==> src/hw/rtl/hbs_pkg.sv <==
// Shared constants, types and the friction lookup for the heightmap sampler.
package hbs_pkg;

    localparam int GRID_SIDE_DEF = 65;
    localparam int CELL_INDEX_W  = 13;
    localparam int ELEV_W        = 32;
    localparam int CLASS_W       = 8;
    localparam int FRIC_W        = 7;
    localparam int FRAC_W        = 16;
    localparam int COORD_W       = 32;
    localparam int ONE_Q16       = 65536;

    localparam logic       CMD_WRITE  = 1'b0;
    localparam logic       CMD_SAMPLE = 1'b1;

    localparam logic [CLASS_W-1:0] CLASS_PAVED  = 8'd0;
    localparam logic [CLASS_W-1:0] CLASS_GRAVEL = 8'd1;
    localparam logic [CLASS_W-1:0] CLASS_DIRT   = 8'd2;
    localparam logic [CLASS_W-1:0] CLASS_MUD    = 8'd3;

    localparam logic [FRIC_W-1:0] FRIC_DRY_PAVED  = 7'd85;
    localparam logic [FRIC_W-1:0] FRIC_DRY_GRAVEL = 7'd80;
    localparam logic [FRIC_W-1:0] FRIC_DRY_DIRT   = 7'd55;
    localparam logic [FRIC_W-1:0] FRIC_DRY_MUD    = 7'd28;
    localparam logic [FRIC_W-1:0] FRIC_DRY_OTHER  = 7'd80;
    localparam logic [FRIC_W-1:0] FRIC_WET_PAVED  = 7'd55;
    localparam logic [FRIC_W-1:0] FRIC_WET_GRAVEL = 7'd48;
    localparam logic [FRIC_W-1:0] FRIC_WET_DIRT   = 7'd25;
    localparam logic [FRIC_W-1:0] FRIC_WET_MUD    = 7'd18;
    localparam logic [FRIC_W-1:0] FRIC_WET_OTHER  = 7'd48;

    typedef struct packed {
        logic valid;
        logic wet;
    } hbs_ctl_t;

    function automatic logic [FRIC_W-1:0] friction_of(input logic [CLASS_W-1:0] cls,
                                                      input logic wet);
        logic [FRIC_W-1:0] f;
        case (cls)
            CLASS_PAVED:  f = wet ? FRIC_WET_PAVED  : FRIC_DRY_PAVED;
            CLASS_GRAVEL: f = wet ? FRIC_WET_GRAVEL : FRIC_DRY_GRAVEL;
            CLASS_DIRT:   f = wet ? FRIC_WET_DIRT   : FRIC_DRY_DIRT;
            CLASS_MUD:    f = wet ? FRIC_WET_MUD    : FRIC_DRY_MUD;
            default:      f = wet ? FRIC_WET_OTHER  : FRIC_DRY_OTHER;
        endcase
        return f;
    endfunction

endpackage

==> src/hw/rtl/hbs_blend.sv <==
// Bilinear blend pipeline with nearest-class select and friction lookup.
module hbs_blend (
    input  logic                                clk,
    input  logic                                rst_n,
    input  hbs_pkg::hbs_ctl_t                   ctl,
    input  logic signed [hbs_pkg::ELEV_W-1:0]   e00,
    input  logic signed [hbs_pkg::ELEV_W-1:0]   e01,
    input  logic signed [hbs_pkg::ELEV_W-1:0]   e10,
    input  logic signed [hbs_pkg::ELEV_W-1:0]   e11,
    input  logic [hbs_pkg::CLASS_W-1:0]         c00,
    input  logic [hbs_pkg::CLASS_W-1:0]         c01,
    input  logic [hbs_pkg::CLASS_W-1:0]         c10,
    input  logic [hbs_pkg::CLASS_W-1:0]         c11,
    input  logic [hbs_pkg::FRAC_W-1:0]          fx,
    input  logic [hbs_pkg::FRAC_W-1:0]          fz,
    output logic                                done,
    output logic signed [hbs_pkg::ELEV_W-1:0]   elevation,
    output logic [hbs_pkg::CLASS_W-1:0]         surface_class,
    output logic [hbs_pkg::FRIC_W-1:0]          friction
);

    localparam int EW = hbs_pkg::ELEV_W;
    localparam int FW = hbs_pkg::FRAC_W;
    localparam int PW = EW + 1 + FW + 1;

    logic                  s4_valid_reg, s5_valid_reg, s6_valid_reg, s7_valid_reg;
    logic                  s4_wet_reg;
    logic signed [EW-1:0]  s4_a0_reg, s4_a1_reg;
    logic signed [PW-1:0]  s4_p0_reg, s4_p0_next;
    logic signed [PW-1:0]  s4_p1_reg, s4_p1_next;
    logic [FW-1:0]         s4_fz_reg;
    logic [hbs_pkg::CLASS_W-1:0] s4_cls_reg, s4_cls_next;

    logic signed [EW-1:0]  s5_v0_reg, s5_v0_next;
    logic signed [EW-1:0]  s5_v1_reg, s5_v1_next;
    logic [FW-1:0]         s5_fz_reg;
    logic [hbs_pkg::CLASS_W-1:0] s5_cls_reg;
    logic [hbs_pkg::FRIC_W-1:0]  s5_fric_reg, s5_fric_next;

    logic signed [EW-1:0]  s6_v0_reg;
    logic signed [PW-1:0]  s6_p2_reg, s6_p2_next;
    logic [hbs_pkg::CLASS_W-1:0] s6_cls_reg;
    logic [hbs_pkg::FRIC_W-1:0]  s6_fric_reg;

    logic signed [EW-1:0]  s7_elev_reg, s7_elev_next;
    logic [hbs_pkg::CLASS_W-1:0] s7_cls_reg;
    logic [hbs_pkg::FRIC_W-1:0]  s7_fric_reg;

    logic signed [EW:0]    d0, d1, d2;

    always_comb
    begin
        d0         = {e01[EW-1], e01} - {e00[EW-1], e00};
        d1         = {e11[EW-1], e11} - {e10[EW-1], e10};
        s4_p0_next = d0 * $signed({1'b0, fx});
        s4_p1_next = d1 * $signed({1'b0, fx});
        if (fz[FW-1])
        begin
            s4_cls_next = fx[FW-1] ? c11 : c10;
        end
        else
        begin
            s4_cls_next = fx[FW-1] ? c01 : c00;
        end
    end

    always_comb
    begin
        s5_v0_next   = s4_a0_reg + s4_p0_reg[FW+EW-1:FW];
        s5_v1_next   = s4_a1_reg + s4_p1_reg[FW+EW-1:FW];
        s5_fric_next = hbs_pkg::friction_of(s4_cls_reg, s4_wet_reg);
    end

    always_comb
    begin
        d2           = {s5_v1_reg[EW-1], s5_v1_reg} - {s5_v0_reg[EW-1], s5_v0_reg};
        s6_p2_next   = d2 * $signed({1'b0, s5_fz_reg});
        s7_elev_next = s6_v0_reg + s6_p2_reg[FW+EW-1:FW];
    end

    always_ff @(posedge clk or negedge rst_n)
    begin
        if (!rst_n)
        begin
            s4_valid_reg <= 1'b0;
            s5_valid_reg <= 1'b0;
            s6_valid_reg <= 1'b0;
            s7_valid_reg <= 1'b0;
        end
        else
        begin
            s4_valid_reg <= ctl.valid;
            s5_valid_reg <= s4_valid_reg;
            s6_valid_reg <= s5_valid_reg;
            s7_valid_reg <= s6_valid_reg;
        end
    end

    always_ff @(posedge clk)
    begin
        s4_wet_reg  <= ctl.wet;
        s4_a0_reg   <= e00;
        s4_a1_reg   <= e10;
        s4_p0_reg   <= s4_p0_next;
        s4_p1_reg   <= s4_p1_next;
        s4_fz_reg   <= fz;
        s4_cls_reg  <= s4_cls_next;
        s5_v0_reg   <= s5_v0_next;
        s5_v1_reg   <= s5_v1_next;
        s5_fz_reg   <= s4_fz_reg;
        s5_cls_reg  <= s4_cls_reg;
        s5_fric_reg <= s5_fric_next;
        s6_v0_reg   <= s5_v0_reg;
        s6_p2_reg   <= s6_p2_next;
        s6_cls_reg  <= s5_cls_reg;
        s6_fric_reg <= s5_fric_reg;
        s7_elev_reg <= s7_elev_next;
        s7_cls_reg  <= s6_cls_reg;
        s7_fric_reg <= s6_fric_reg;
    end

    assign done          = s7_valid_reg;
    assign elevation     = s7_elev_reg;
    assign surface_class = s7_cls_reg;
    assign friction      = s7_fric_reg;

endmodule

==> config.mk <==
export PLATFORM = sky130hd
export DESIGN_NAME = hbs_blend
export DESIGN_NICKNAME = d
export VERILOG_FILES = /design/src/hw/rtl/hbs_pkg.sv /design/src/hw/rtl/hbs_blend.sv
export SDC_FILE = /design/constraint.sdc
export NUM_CORES = 2
export LEC_CHECK = 0
export BUFFER_PORTS_ARGS = -buffer_cell sky130_fd_sc_hd__clkbuf_2
export CAP_MARGIN = 20
export CORE_MARGIN = 5
export CORE_UTILIZATION = 25
export DETAILED_ROUTE_END_ITERATION = 12
export REMOVE_ABC_BUFFERS = 1
export SYNTH_ARGS = -nofsm -noshare
export SYNTH_HDL_FRONTEND = slang
export SYNTH_SLANG_ARGS = --single-unit
export TNS_END_PERCENT = 5
==> constraint.sdc <==
create_clock -name clk -period 15.65 [get_ports clk]
set_input_delay 0.7825 -clock clk [delete_from_list [all_inputs] [get_ports clk]]
set_output_delay 0.7825 -clock clk [all_outputs]
set_load 0.01 [all_outputs]
* After elaboration in Yosys (flattened, before gate mapping)
Index checks and enable logic that the tools add are counted.
Word-level totals: bits in registers 426, bits of input ports 196, output and inout port bits 48, word-level logic and storage cells 43
Cells by class: $add $sub $neg 6, multiply operators 3, eq/ne operators 2, muxes and demuxes 8, reductions and logical operators 1
Operators by type and width (count):
- 33-bit by 17-bit multiplier with 48-bit output | 3
- 32-bit by 32-bit subtractor with 33-bit output | 3
- 32-bit adder | 3
- 8-bit 2-to-1 mux | 3
- 7-bit one-hot mux with 3 select lines | 1
- 8-bit by 2-bit == test with 1-bit output, second input constant | 2
- 7-bit 2-to-1 mux | 2
- 8-bit zero test | 1
- 6-bit 2-to-1 mux | 1
- 4-bit 2-to-1 mux | 1

* Logic depth before layout (Yosys ltp)
depth after elaboration 2, depth in mapped cells 38, gate-level depth less buffers 37

* Worst setup path before layout
Ideal clock, no wire load.
path type input to register, start in e01[0] (netlist bit), end reg s4_p0_reg[47], setup time 118 ps, data arrival time 8575 ps, required time 15532 ps, path slack 6957 ps, cell stages on the path 36, buffers on the path 1, cells stage by stage inv_1 > ha_1 > fa_1 > nor2b_1 > nor4_1 > o211ai_1 > nand2_1 > o31a_1 > o21ai_1 > o21a_1 > o21a_1 > nor2_1 > xnor2_1 > clkbuf_1 > and2_1 > fa_1 > inv_1 > fa_1 > fa_1 > inv_1 > fa_1 > fa_1 > inv_1 > fa_1 > inv_1 > ha_1 > and3_1 > nand2_1 > or2_2 > or3_1 > o21a_1 > o21ai_0 > a21o_1 > a211oi_1 > xnor2_1 > xnor2_1
On the way: cells in the longest elaborated chain, start to end 2
RTL lines:
- from (decl) | RTL line hbs_blend.sv:7 | input logic signed [hbs_pkg::ELEV_W-1:0] e01,
- 32-bit by 32-bit subtractor with 33-bit output | RTL line hbs_blend.sv:53 | d0 = {e01[EW-1], e01} - {e00[EW-1], e00};
- 33-bit by 17-bit multiplier with 48-bit output | RTL line hbs_blend.sv:55 | s4_p0_next = d0 * $signed({1'b0, fx});
- named net s4_p0_next[47] | RTL line hbs_blend.sv:29 | logic signed [PW-1:0] s4_p0_reg, s4_p0_next;
- to (signal assigned) | RTL line hbs_blend.sv:104 | s4_p0_reg <= s4_p0_next;
- to (decl) | RTL line hbs_blend.sv:29
The timed path passes the listed nets, and every way through them passes these cells.

* Final worst setup path
start in e10[1] (netlist bit), end reg s4_p1_reg[44]
On the way: cells in the longest elaborated chain, start to end 2
RTL lines:
- from (decl) | RTL line hbs_blend.sv:8 | input logic signed [hbs_pkg::ELEV_W-1:0] e10,
- 32-bit by 32-bit subtractor with 33-bit output | RTL line hbs_blend.sv:54 | d1 = {e11[EW-1], e11} - {e10[EW-1], e10};
- 33-bit by 17-bit multiplier with 48-bit output | RTL line hbs_blend.sv:56 | s4_p1_next = d1 * $signed({1'b0, fx});
- named net s4_p1_next[44] | RTL line hbs_blend.sv:30 | logic signed [PW-1:0] s4_p1_reg, s4_p1_next;
- to (signal assigned) | RTL line hbs_blend.sv:105 | s4_p1_reg <= s4_p1_next;
- to (decl) | RTL line hbs_blend.sv:30
The timed path passes the listed nets, and every way through them passes these cells.

==> impl_metrics.yaml <==
sta:
  max_freq_mhz: 103
  period_share_pct: 61.8
  tightest_slew_ps: 1090
  skew_ps: 24.0
  slew_headroom_pct: 27.1
  fin_tns_setup_ps: 0
  grt_setup_unrepaired: "false"
  finalSetupViolCount: 0
  min_period_ps: 9670
  slew_viol_final: 0
  hold_violations: 0
die:
  rows: 195
  dieArea_um2: 294000
  initial_core_util_pct: 25.1
  core_um2: 282000
  die_w_um: 542
  pin_count: 244
  fp.dieH_um: 542
finish:
  area_growth_pct: 10.2
  final_common_cell: "inv_1"
  seq_area_um2: 7530
  design_area_um2: 78000
  drive_gt1_share_pct: 6.59
  nNetsFinal: 10100
  multi_input_area_um2: 55300
  num-fill-cells: 30200
  layout_common_cells: "1856 x inv_1, 1456 x fa_1, 926 x nand2_1, 689 x and2_1, 530 x ha_1"
worst_setup_path:
  cp-startpoint: "e10[1]"
  cp.required_ps: 16210
  reg2regPathDepth: 33
  slowest_delay_ps: 530
  critical_path_class: "primary input to flop"
  critPathArrivalTime_ps: 10230
  timing.rr.start: "s5_v0_reg[0]$_DFF_P_"
  crit_slowest_cell: "fa_1"
  cp-end-kind: "flop"
  cp_max_fo: 16
  endpoint: "s4_p1_reg[44]$_DFF_P_"
  reg2reg_slack_ps: 6000
  start_kind: "primary input"
  r2r-end: "s6_p2_reg[47]$_DFF_P_"
global_route:
  grt_first_pass_wirelength_um: 318000
  antenna_found_initial: 9
  grt_usage_pct: 13.8
  overflow: 0
  grt_pass1_vias: 54900
  grt_max_degree: 56
detailed_routing:
  vias_per_cell: 4.33
  drt_iter0_drc: 2342
  first_pass_iters: 5
  vias: 50900
  antenna_left: 0
  wl_per_cell_um: 17.1
  drc: 0
  wl_um: 201000
clocking:
  htreeDepth: 2
  cts_buffers: 40
  cts-resized-gates: 0
  clock-root-buffer: "clkbuf_16"
  clock-sinks: 375
  insertion_delay_ps: 630
  clk_pin_slew_ps: 70
  cts_buffer_depth: 3
  cts_tree: "done"
  post_cts_buffers: 0
place:
  place_area_um2: 76600
  gp_congestion: 0.854
  hpwl_um: 162000
  port_buffers: 242
synthesis:
  synth_area_um2: 70800
  async_flop_share_pct: 1.07
  ys_ff_latch: 375
  synth-edff-count: 0
  synth_ff_type: "dfxtp_1"
  yosysUniqueCellTypes: 94
  avgSynthCellArea_um2: 9.01
  synth_warnings: 0
  synth_seq_area_share_pct: 10.6
  syn_inst: 7853
flow_run:
  drv_cap: 0
min_path:
  hold_depth: 1
  worstHoldPathType: "primary input to flop"
outcome:
  status: "complete, no violations"
cells by family after synthesis:
logic type	share of synthesized area, %
AOI/OAI and AO/OA	7.06
xor gates and xnor gates	3.60
adders and majority gates	50.7
buffers and inverters	11.5
DFF	10.6
muxes	0.583
other	0.00530
and+or+nand+nor	15.9
stage by stage:
step	worst slack, ps	hold slack [ps]	util, %	std cells
final	5980	253	27.7	11700
after global routing	5300	228	27.7	11700
after CTS	5920	204	27.6	11700
after detailed placement	5250	312	27.1	11700
after global placement	5300	310	27.1	11700
after floorplan	6540	310	-	7553
cells in the mapped netlist, types with 9 or more instances:
cell	instances	area [um2]
a31oi_1	17	106
buf_2	19	95.1
nand3_1	41	205
ha_1	530	6630
or3_1	11	68.8
nand4_1	39	244
dfxtp_1	371	7430
and3b_1	11	96.3
a21oi_1	218	1090
a21o_1	127	953
and3_1	35	219
o211ai_1	23	173
o21ai_0	133	666
a211oi_1	17	128
mux2i_1	12	120
o21bai_1	35	263
xnor2_1	223	1950
nor2_1	183	687
or2_2	14	87.6
nand3b_1	13	97.6
xor2_1	65	569
a31o_2	9	78.8
nor2b_1	117	732
o211a_1	9	90.1
nand2_1	926	3480
and2_1	689	4310
inv_1	1856	6970
o31ai_1	9	67.6
o21a_1	65	488
nand2b_1	88	551
clkbuf_1	275	1030
a211o_1	12	105
nor3_1	52	260
fa_1	1456	29100
worst max-delay path: cells and delay by family:
family	cells	cell delay, ps
xor+xnor	2	220
compound gates	13	3420
fa+ha+maj	8	3670
buf+inv	7	590
simple gates	7	1520
cell type report:
cell class	instances	share of cell area, %
inverter	1856	8.93
multi-input combinational	5322	70.9
clock inverter	25	0.391
clock buffer	48	1.40
antenna	5	0.0160
tap	3743	6.00
timing repair buffer	359	2.70
sequential	375	9.66
per-layer routing:
metal | global-route usage, % | share of wire, % | vias up
li1 | - | - | 23600
met1 | 16.4 | 40 | 25800
met2 | 24.7 | 50 | 1090
met3 | 1.03 | 3.4 | 305
met4 | 7.26 | 5.9 | 2
met5 | 0 | 0.0065 | -
what timing repair did:
item,in CTS,in global routing
setup endpoints to repair,0,0
hold buffers,1,0
hold endpoints to repair,4,0
how the worst min path moves through the flow:
stage,startpoint,to,slack [ps]
2_1_floorplan,s6_fric_reg[0]$_DFF_P_,friction[0]$_DFF_P_,310
3_3_place_gp,s5_cls_reg[2]$_DFF_P_,s6_cls_reg[2]$_DFF_P_,310
5_1_grt,fz[14],s4_fz_reg[14]$_DFF_P_,230
3_5_place_dp,s5_fric_reg[2]$_DFF_P_,s6_fric_reg[2]$_DFF_P_,310
4_1_cts,fz[1],s4_fz_reg[1]$_DFF_P_,200
6_report,fz[1],s4_fz_reg[1]$_DFF_P_,250
Power is left out: the tool's default activity adds up to more than one toggle a clock period on the data nets, which glitch-free logic cannot reach.
