--- src/hw/rtl/hbs_pkg.sv ---
// Shared constants, types and the friction lookup for the heightmap sampler.
package hbs_pkg;

    localparam int GRID_SIDE_DEF = 65;
    localparam int CELL_INDEX_W  = 13;
    localparam int ELEV_W        = 32;
    localparam int CLASS_W       = 8;
    localparam int FRIC_W        = 7;
    localparam int FRAC_W        = 16;
    localparam int COORD_W       = 32;
    localparam int ONE_Q16       = 65536;

    localparam logic       CMD_WRITE  = 1'b0;
    localparam logic       CMD_SAMPLE = 1'b1;

    localparam logic [CLASS_W-1:0] CLASS_PAVED  = 8'd0;
    localparam logic [CLASS_W-1:0] CLASS_GRAVEL = 8'd1;
    localparam logic [CLASS_W-1:0] CLASS_DIRT   = 8'd2;
    localparam logic [CLASS_W-1:0] CLASS_MUD    = 8'd3;

    localparam logic [FRIC_W-1:0] FRIC_DRY_PAVED  = 7'd85;
    localparam logic [FRIC_W-1:0] FRIC_DRY_GRAVEL = 7'd80;
    localparam logic [FRIC_W-1:0] FRIC_DRY_DIRT   = 7'd55;
    localparam logic [FRIC_W-1:0] FRIC_DRY_MUD    = 7'd28;
    localparam logic [FRIC_W-1:0] FRIC_DRY_OTHER  = 7'd80;
    localparam logic [FRIC_W-1:0] FRIC_WET_PAVED  = 7'd55;
    localparam logic [FRIC_W-1:0] FRIC_WET_GRAVEL = 7'd48;
    localparam logic [FRIC_W-1:0] FRIC_WET_DIRT   = 7'd25;
    localparam logic [FRIC_W-1:0] FRIC_WET_MUD    = 7'd18;
    localparam logic [FRIC_W-1:0] FRIC_WET_OTHER  = 7'd48;

    typedef struct packed {
        logic valid;
        logic wet;
    } hbs_ctl_t;

    function automatic logic [FRIC_W-1:0] friction_of(input logic [CLASS_W-1:0] cls,
                                                      input logic wet);
        logic [FRIC_W-1:0] f;
        case (cls)
            CLASS_PAVED:  f = wet ? FRIC_WET_PAVED  : FRIC_DRY_PAVED;
            CLASS_GRAVEL: f = wet ? FRIC_WET_GRAVEL : FRIC_DRY_GRAVEL;
            CLASS_DIRT:   f = wet ? FRIC_WET_DIRT   : FRIC_DRY_DIRT;
            CLASS_MUD:    f = wet ? FRIC_WET_MUD    : FRIC_DRY_MUD;
            default:      f = wet ? FRIC_WET_OTHER  : FRIC_DRY_OTHER;
        endcase
        return f;
    endfunction

endpackage

--- src/hw/rtl/hbs_addr.sv ---
// Coordinate clamp and scale, corner address generation and write decode.
module hbs_addr #(
    parameter int GRID_SIDE = hbs_pkg::GRID_SIDE_DEF,
    parameter int AW        = $clog2(GRID_SIDE * GRID_SIDE)
) (
    input  logic                                   clk,
    input  logic                                   rst_n,
    input  logic                                   start,
    input  logic                                   cmd,
    input  logic [hbs_pkg::CELL_INDEX_W-1:0]       cell_index,
    input  logic signed [hbs_pkg::ELEV_W-1:0]      cell_elevation,
    input  logic [hbs_pkg::CLASS_W-1:0]            cell_class,
    input  logic signed [hbs_pkg::COORD_W-1:0]     query_x,
    input  logic signed [hbs_pkg::COORD_W-1:0]     query_z,
    input  logic                                   wet,
    output logic                                   we,
    output logic [AW-1:0]                          waddr,
    output logic [hbs_pkg::ELEV_W+hbs_pkg::CLASS_W-1:0] wdata,
    output logic [AW-1:0]                          addr00,
    output logic [AW-1:0]                          addr01,
    output logic [AW-1:0]                          addr10,
    output logic [AW-1:0]                          addr11,
    output logic [hbs_pkg::FRAC_W-1:0]             fx,
    output logic [hbs_pkg::FRAC_W-1:0]             fz,
    output hbs_pkg::hbs_ctl_t                      ctl
);

    localparam int CELLS = GRID_SIDE * GRID_SIDE;
    localparam int IW    = $clog2(GRID_SIDE);
    localparam int FW    = hbs_pkg::FRAC_W;
    localparam int GW    = FW + IW;
    localparam int WW    = hbs_pkg::ELEV_W + hbs_pkg::CLASS_W;

    function automatic logic [FW:0] clamp_q(input logic signed [hbs_pkg::COORD_W-1:0] q);
        logic [FW:0] c;
        if (q < 0)
        begin
            c = '0;
        end
        else if (q > hbs_pkg::COORD_W'(hbs_pkg::ONE_Q16))
        begin
            c = (FW+1)'(hbs_pkg::ONE_Q16);
        end
        else
        begin
            c = q[FW:0];
        end
        return c;
    endfunction

    logic            s1_valid_reg, s1_valid_next;
    logic            s1_wr_reg, s1_wr_next;
    logic [GW-1:0]   s1_gx_reg, s1_gx_next;
    logic [GW-1:0]   s1_gz_reg, s1_gz_next;
    logic            s1_wet_reg;
    logic [AW-1:0]   s1_idx_reg;
    logic [WW-1:0]   s1_wdata_reg;

    logic            s2_valid_reg, s2_valid_next;
    logic            s2_wr_reg, s2_wr_next;
    logic            s2_wet_reg;
    logic [AW-1:0]   s2_waddr_reg;
    logic [WW-1:0]   s2_wdata_reg;
    logic [AW-1:0]   s2_a00_reg, s2_a00_next;
    logic [AW-1:0]   s2_a01_reg, s2_a01_next;
    logic [AW-1:0]   s2_a10_reg, s2_a10_next;
    logic [AW-1:0]   s2_a11_reg, s2_a11_next;
    logic [FW-1:0]   s2_fx_reg;
    logic [FW-1:0]   s2_fz_reg;

    logic [IW-1:0]   x0, x1, z0, z1;

    always_comb
    begin
        s1_valid_next = start && (cmd == hbs_pkg::CMD_SAMPLE);
        s1_wr_next    = start && (cmd == hbs_pkg::CMD_WRITE) &&
                        (32'(cell_index) < 32'(CELLS));
        s1_gx_next    = GW'(clamp_q(query_x) * GW'(GRID_SIDE - 1));
        s1_gz_next    = GW'(clamp_q(query_z) * GW'(GRID_SIDE - 1));
    end

    always_comb
    begin
        x0 = s1_gx_reg[GW-1:FW];
        z0 = s1_gz_reg[GW-1:FW];
        x1 = (x0 == IW'(GRID_SIDE - 1)) ? x0 : x0 + IW'(1);
        z1 = (z0 == IW'(GRID_SIDE - 1)) ? z0 : z0 + IW'(1);
        s2_a00_next   = AW'(z0) * AW'(GRID_SIDE) + AW'(x0);
        s2_a01_next   = AW'(z0) * AW'(GRID_SIDE) + AW'(x1);
        s2_a10_next   = AW'(z1) * AW'(GRID_SIDE) + AW'(x0);
        s2_a11_next   = AW'(z1) * AW'(GRID_SIDE) + AW'(x1);
        s2_valid_next = s1_valid_reg;
        s2_wr_next    = s1_wr_reg;
    end

    always_ff @(posedge clk or negedge rst_n)
    begin
        if (!rst_n)
        begin
            s1_valid_reg <= 1'b0;
            s1_wr_reg    <= 1'b0;
            s2_valid_reg <= 1'b0;
            s2_wr_reg    <= 1'b0;
        end
        else
        begin
            s1_valid_reg <= s1_valid_next;
            s1_wr_reg    <= s1_wr_next;
            s2_valid_reg <= s2_valid_next;
            s2_wr_reg    <= s2_wr_next;
        end
    end

    always_ff @(posedge clk)
    begin
        s1_gx_reg    <= s1_gx_next;
        s1_gz_reg    <= s1_gz_next;
        s1_wet_reg   <= wet;
        s1_idx_reg   <= AW'(cell_index);
        s1_wdata_reg <= {cell_elevation, cell_class};
        s2_wet_reg   <= s1_wet_reg;
        s2_waddr_reg <= s1_idx_reg;
        s2_wdata_reg <= s1_wdata_reg;
        s2_a00_reg   <= s2_a00_next;
        s2_a01_reg   <= s2_a01_next;
        s2_a10_reg   <= s2_a10_next;
        s2_a11_reg   <= s2_a11_next;
        s2_fx_reg    <= s1_gx_reg[FW-1:0];
        s2_fz_reg    <= s1_gz_reg[FW-1:0];
    end

    assign we        = s2_wr_reg;
    assign waddr     = s2_waddr_reg;
    assign wdata     = s2_wdata_reg;
    assign addr00    = s2_a00_reg;
    assign addr01    = s2_a01_reg;
    assign addr10    = s2_a10_reg;
    assign addr11    = s2_a11_reg;
    assign fx        = s2_fx_reg;
    assign fz        = s2_fz_reg;
    assign ctl       = '{valid: s2_valid_reg, wet: s2_wet_reg};

endmodule

--- config.mk ---
export PLATFORM = sky130hd
export DESIGN_NAME = hbs_addr
export DESIGN_NICKNAME = d
export VERILOG_FILES = /design/src/hw/rtl/hbs_pkg.sv /design/src/hw/rtl/hbs_addr.sv
export SDC_FILE = /design/constraint.sdc
export NUM_CORES = 1
export LEC_CHECK = 0
export BUFFER_PORTS_ARGS = -buffer_cell sky130_fd_sc_hd__buf_2
export CORE_MARGIN = 5
export CORE_UTILIZATION = 41
export CTS_BUF_LIST = sky130_fd_sc_hd__clkbuf_8
export DETAILED_ROUTE_END_ITERATION = 10
export PLACE_DENSITY = 0.69
export SYNTH_ARGS = -nofsm -noshare
export SYNTH_HDL_FRONTEND = slang
export SYNTH_SLANG_ARGS = --single-unit
--- constraint.sdc ---
create_clock -name clk -period 4 [get_ports clk]
set_input_delay 0.6 -clock clk [delete_from_list [all_inputs] [get_ports clk]]
set_output_delay 0.6 -clock clk [all_outputs]
set_load 0.005 [all_outputs]
* Word-level counts from Yosys, hierarchy flattened
Index checks and enable logic that the tools add are counted.
** Word-level totals
- Bits in registers :: 218
- Logic and storage cells :: 45
** Cells by class
- Add/subtract/negate cells :: 6
- Bitwise gates (word level) :: 1
- Eq/ne operators :: 2
- Reduce and logical (&&, ||, !) cells :: 5
- $mul :: 2
- Multiplexer cells :: 4
- Magnitude comparators :: 5
** Operators with widths (count)
- > comparator 32 x 18 -> 1 bit (second input constant) :: 2
- less-than comparator 32 x 1 -> 1 bit (second input constant) :: 2
- adder 13 x 7 -> 13 bit :: 4
- 2-to-1 mux 17 bit :: 2
- multiplier 7 x 7 -> 13 bit (second input constant) :: 2
- adder 7 x 1 -> 7 bit (second input constant) :: 2
- == test 7 bit (second input constant) :: 2
- 2-to-1 mux 7 bit :: 2
- less-than comparator 13 bit (second input constant) :: 1
- OR reduction 2 bit :: 2
- logical AND 1 bit :: 3
- NOT 1 bit :: 1

* Logic depth before layout (Yosys ltp)
- Depth in word-level cells :: 4
- Depth in mapped cells :: 14
- Depth with buffers taken out :: 14

* Worst setup path after synthesis
OpenSTA, ideal clock, no wires.
- Kind :: reg2reg
- Start point :: register s1_gz_reg[17]
- End point :: register s2_a10_reg[10] (netlist: addr10[10])
- Cell stages (with the launch flop) :: 15
- Data arrival time :: 3.175 ns
- Setup time :: 0.125 ns
- Path slack :: 0.700 ns
- Required time :: 3.875 ns
- Period minus slack after synthesis :: 3.300 ns
- Cells stage by stage :: dfxtp_1 inv_1 ha_1 or4bb_2 nor3_1 xnor2_1 ha_1 inv_1 fa_1 nor2b_1 o21ai_0 a21boi_0 o221ai_1 nand2b_1 xnor2_1
** Between the ends
- Word-level cells in the longest chain between the ends :: 4
** Ends and longest elaborated chain
- from (decl) :: line hbs_addr.sv:54 : logic [GW-1:0] s1_gz_reg, s1_gz_next;
- from (signal assigned) :: line hbs_addr.sv:117 : s1_gz_reg <= s1_gz_next;
- adder 7 x 1 -> 7 bit / == test 7 bit (equally long branches) :: line hbs_addr.sv:87 : z1 = (z0 == IW'(GRID_SIDE - 1)) ? z0 : z0 + IW'(1);
- 2-to-1 mux 7 bit * :: line hbs_addr.sv:87
- multiplier 7 x 7 -> 13 bit * :: line hbs_addr.sv:90 : s2_a10_next = AW'(z1) * AW'(GRID_SIDE) + AW'(x0);
- adder 13 x 7 -> 13 bit * :: line hbs_addr.sv:90
- named net s2_a10_next[10] :: line hbs_addr.sv:66 : logic [AW-1:0] s2_a10_reg, s2_a10_next;
- to (signal assigned) :: line hbs_addr.sv:126 : s2_a10_reg <= s2_a10_next;
- to (decl) :: line hbs_addr.sv:66
The timed path passes the listed nets; every way through them passes the cells marked *.
A chain may end at the register's enable or synchronous reset.

* Worst setup path in the final report
Same ends and word-level chain as after synthesis.

==> out/metrics.yaml <==
power:
  switching_share: 0.204
  clockPowerShare: 0.442
  p_int_uw: 3480
  power_frac_seq: 0.518
  p_switching_uw: 892
  p_comb_frac: 0.040
  leakage_uw: 0.00449
  finalPower_uw: 4370
  vdd.ir_drop.worst_mv: 0.239
  powerDensity_nw_per_um2: 480
synth:
  synth.top_cell.area_share: 0.621
  avgSynthCellArea_sq_um: 12.2
  synth-edff-count: 0
  synthCells: 564
  syn_area_sq_um: 6900
  yosysUniqueCellTypes: 48
  synth.most_common_cell: "dfxtp_1"
  ys_ff_latch: 218
  synth_area_leaders: "dfxtp_1 (62%), ha_1 (6.9%), xnor2_1 (5.3%)"
  synth-seq-area-share: 0.635
  synth_area_leader_cell: "dfxtp_1"
  async_flop_share: 0.0183
  synth_ff_type: "dfxtp_1"
  yosys-top-cells-count: "dfxtp_1 (214), xnor2_1 (42), ha_1 (38), and2_1 (33), nand2_1 (22)"
  yosys_warnings: 0
placement:
  io_buffer_count: 249
  pre_cts_ws_ns: 0.282
  gp_congestion: 0.838
  hpwl_um: 11900
layout:
  n_antenna_cell: 0
  nFillCells: 1473
  final_core_util: 0.551
  drive_gt1_frac: 0.364
  area_growth_pct: 31.9
  fin_nets: 1010
sta:
  max_freq_ghz: 0.282
  whs_ns: 0.189
  hold_viol: 0
  fin_skew_ns: 0.0229
  fin_crit_sh: 0.885
  fin_ws_ns: 0.459
  worst_slew_pin_slew_ns: 0.851
  tns_ns: 0
  relSlewSlack: 0.433
  drv_slew: 0
  final.min_clock_period_ns: 3.54
  grt_setup_unrepaired: "false"
  setup_viol_count_final: 0
drt:
  firstDrtPassIters: 4
  antenna_left: 0
  dr.first_iter.drc_count: 111
  wl_per_cell_um: 14.1
  drc: 0
  vias: 4699
  detail_route.vias_per_cell: 4.32
  wl_um: 15300
worst_setup_path:
  arrival_ns: 3.93
  worstPathRequired_ns: 4.39
  r2r_start: "s1_gz_reg[17]"
  worst_setup_path_end_kind: "flip-flop"
  crit_path_max_incr_delay_ns: 0.53
  crit_type: "flip-flop to flip-flop"
  crit_fanout: 7
  rrSetupSlack_ns: 0.46
  startpoint_type: "flip-flop"
  r2r-end: "addr10[10]"
  worstRegToRegCells: 14
  cp_num_buf_inv: 2
  crit_family: "simple AND/OR/NAND/NOR gates"
  crit_chain: "inv_1 > ha_1 > or4bb_2 > nor3_2 > xnor2_1 > ha_1 > inv_1 > fa_1 > nor2b_1 > o21ai_0 > a21boi_1 > o221ai_1 > nand2b_1 > xnor2_1"
  crit_slowest_cell: "or4bb_2"
floorplan:
  rows: 47
  die_area_sq_um: 19500
  initial_core_util: 0.418
  chipHeight_um: 140
  die_w_um: 140
  core-area_sq_um: 16500
  io_pins: 262
status:
  status: "complete, no violations"
run:
  maxCapViolations: 0
grt:
  grt_pass1_wl_um: 24300
  grt_pass1_vias: 4888
  grt_max_degree: 17
  grt_usage: 0.155
  grt_overflow_total: 0
  antenna_found_initial: 0
clocking:
  clk_latency_ns: 0.51
  cts_setup_buffers: 0
  cts_tree: "done"
  clock_sinks: 218
  cts_buffer_depth: 3
  h-tree-depth: 2
  cts-root-buf: "clkbuf_8"
  clk_pin_slew_worst_paths_ns: 0.06
  numCtsBuffers: 35
min_path:
  min_path_type: "primary input to flip-flop"
  worstHoldStart: "cell_elevation[5]"
  min_to: "s1_wdata_reg[13]"
  worstHoldPathCells: 1
==> power groups by stage <==
stage	clock network (uW)	registers, uW	logic [uW]
global placement	0	2310	174
floorplan	0	2320	55.4
CTS	2010	2270	178
finish	1930	2270	175
global route	2110	2270	196
detailed placement	0	2310	176
==> cell usage in the layout (no fill, tap or decap), types with 2 or more instances in the layout <==
master and n:
clkbuf_8 45, nor2b_1 7, a211o_1 2, o21a_1 7, nand2b_1 6, fa_1 4, xnor2_1 42, nand4_1 6
a21o_1 8, ha_1 38, o21ai_0 6, or2_2 2, and3_1 5, and2_1 33, nor3_2 2, nor4_1 16
dfxtp_1 214, bufinv_16 2, nor2_1 16, inv_1 28, or4_1 2, nor3_1 6, nand3_1 17, dfrtp_1 4
conb_1 12, inv_6 2, o31ai_1 2, or3_1 3, buf_4 5, xor2_1 19, o21bai_1 2, a21oi_1 15
buf_2 249, clkinv_2 2, nand2_1 22
==> layout make-up <==
cell class,count,area [sq um],share of cell area
well taps,220,275,0.0302
clock buffers,45,619,0.0680
multi-input cells,315,2340,0.257
clock inverters,13,114,0.0125
flip-flops and latches,218,4380,0.481
repair buffers,255,1290,0.142
inverters,21,78.8,0.00866
==> kinds of logic (layout without fill, tap and decap cells) <==
| group | Yosys count | after routing | synth area share |
|---|---|---|---|
| AOI/OAI and AO/OA | 49 | 49 | 0.0464 |
| xor gates and xnor gates | 63 | 63 | 0.0821 |
| adders and majority gates | 42 | 42 | 0.0805 |
| buffers and inverters | 42 | 334 | 0.0323 |
| DFF | 218 | 218 | 0.635 |
| other | 1 | 12 | 0.000543 |
| and+or+nand+nor | 149 | 149 | 0.123 |
==> worst max path at each step <==
stage	endpoint	slack, ns	depth (start not counted)	from
5_1_grt	addr10[10]	0.11	14	s1_gz_reg[17]
2_1_floorplan	addr10[10]	0.70	14	s1_gz_reg[17]
4_1_cts	addr10[10]	0.24	14	s1_gz_reg[17]
3_5_place_dp	addr10[10]	0.28	14	s1_gz_reg[17]
6_report	addr10[10]	0.46	14	s1_gz_reg[17]
3_3_place_gp	addr10[10]	0.35	14	s1_gz_reg[17]
==> per-layer routing <==
metal	routed length (um)	vias to the layer above	global-route usage
met5	0	-	0
met4	221	0	0.0510
met3	1390	18	0.0539
met2	7010	224	0.253
met1	6680	2040	0.191
li1	-	2417	-
==> metrics by stage <==
stage          cell area, sq um  cells
6_report                   9110   1087
4_1_cts                    9100   1087
2_1_floorplan              6940    575
3_5_place_dp               8360   1028
5_1_grt                    9110   1087
3_3_place_gp               8360   1028
==> worst register-to-register path: stages, from the launching register on <==
cell	delay (ns)
dfxtp_1	0.39
inv_1	0.17
ha_1	0.16
or4bb_2	0.53
nor3_2	0.18
xnor2_1	0.22
ha_1	0.23
inv_1	0.06
fa_1	0.41
nor2b_1	0.12
o21ai_0	0.11
a21boi_1	0.27
o221ai_1	0.24
nand2b_1	0.21
xnor2_1	0.13
==> repair_timing <==
item | 4_1_cts | 5_1_grt
resized for setup | 0 | 2
hold endpoints to repair | 4 | 0
hold buffers | 1 | 0
setup endpoints to repair | 0 | 3
(Power assumes the default switching activity.)
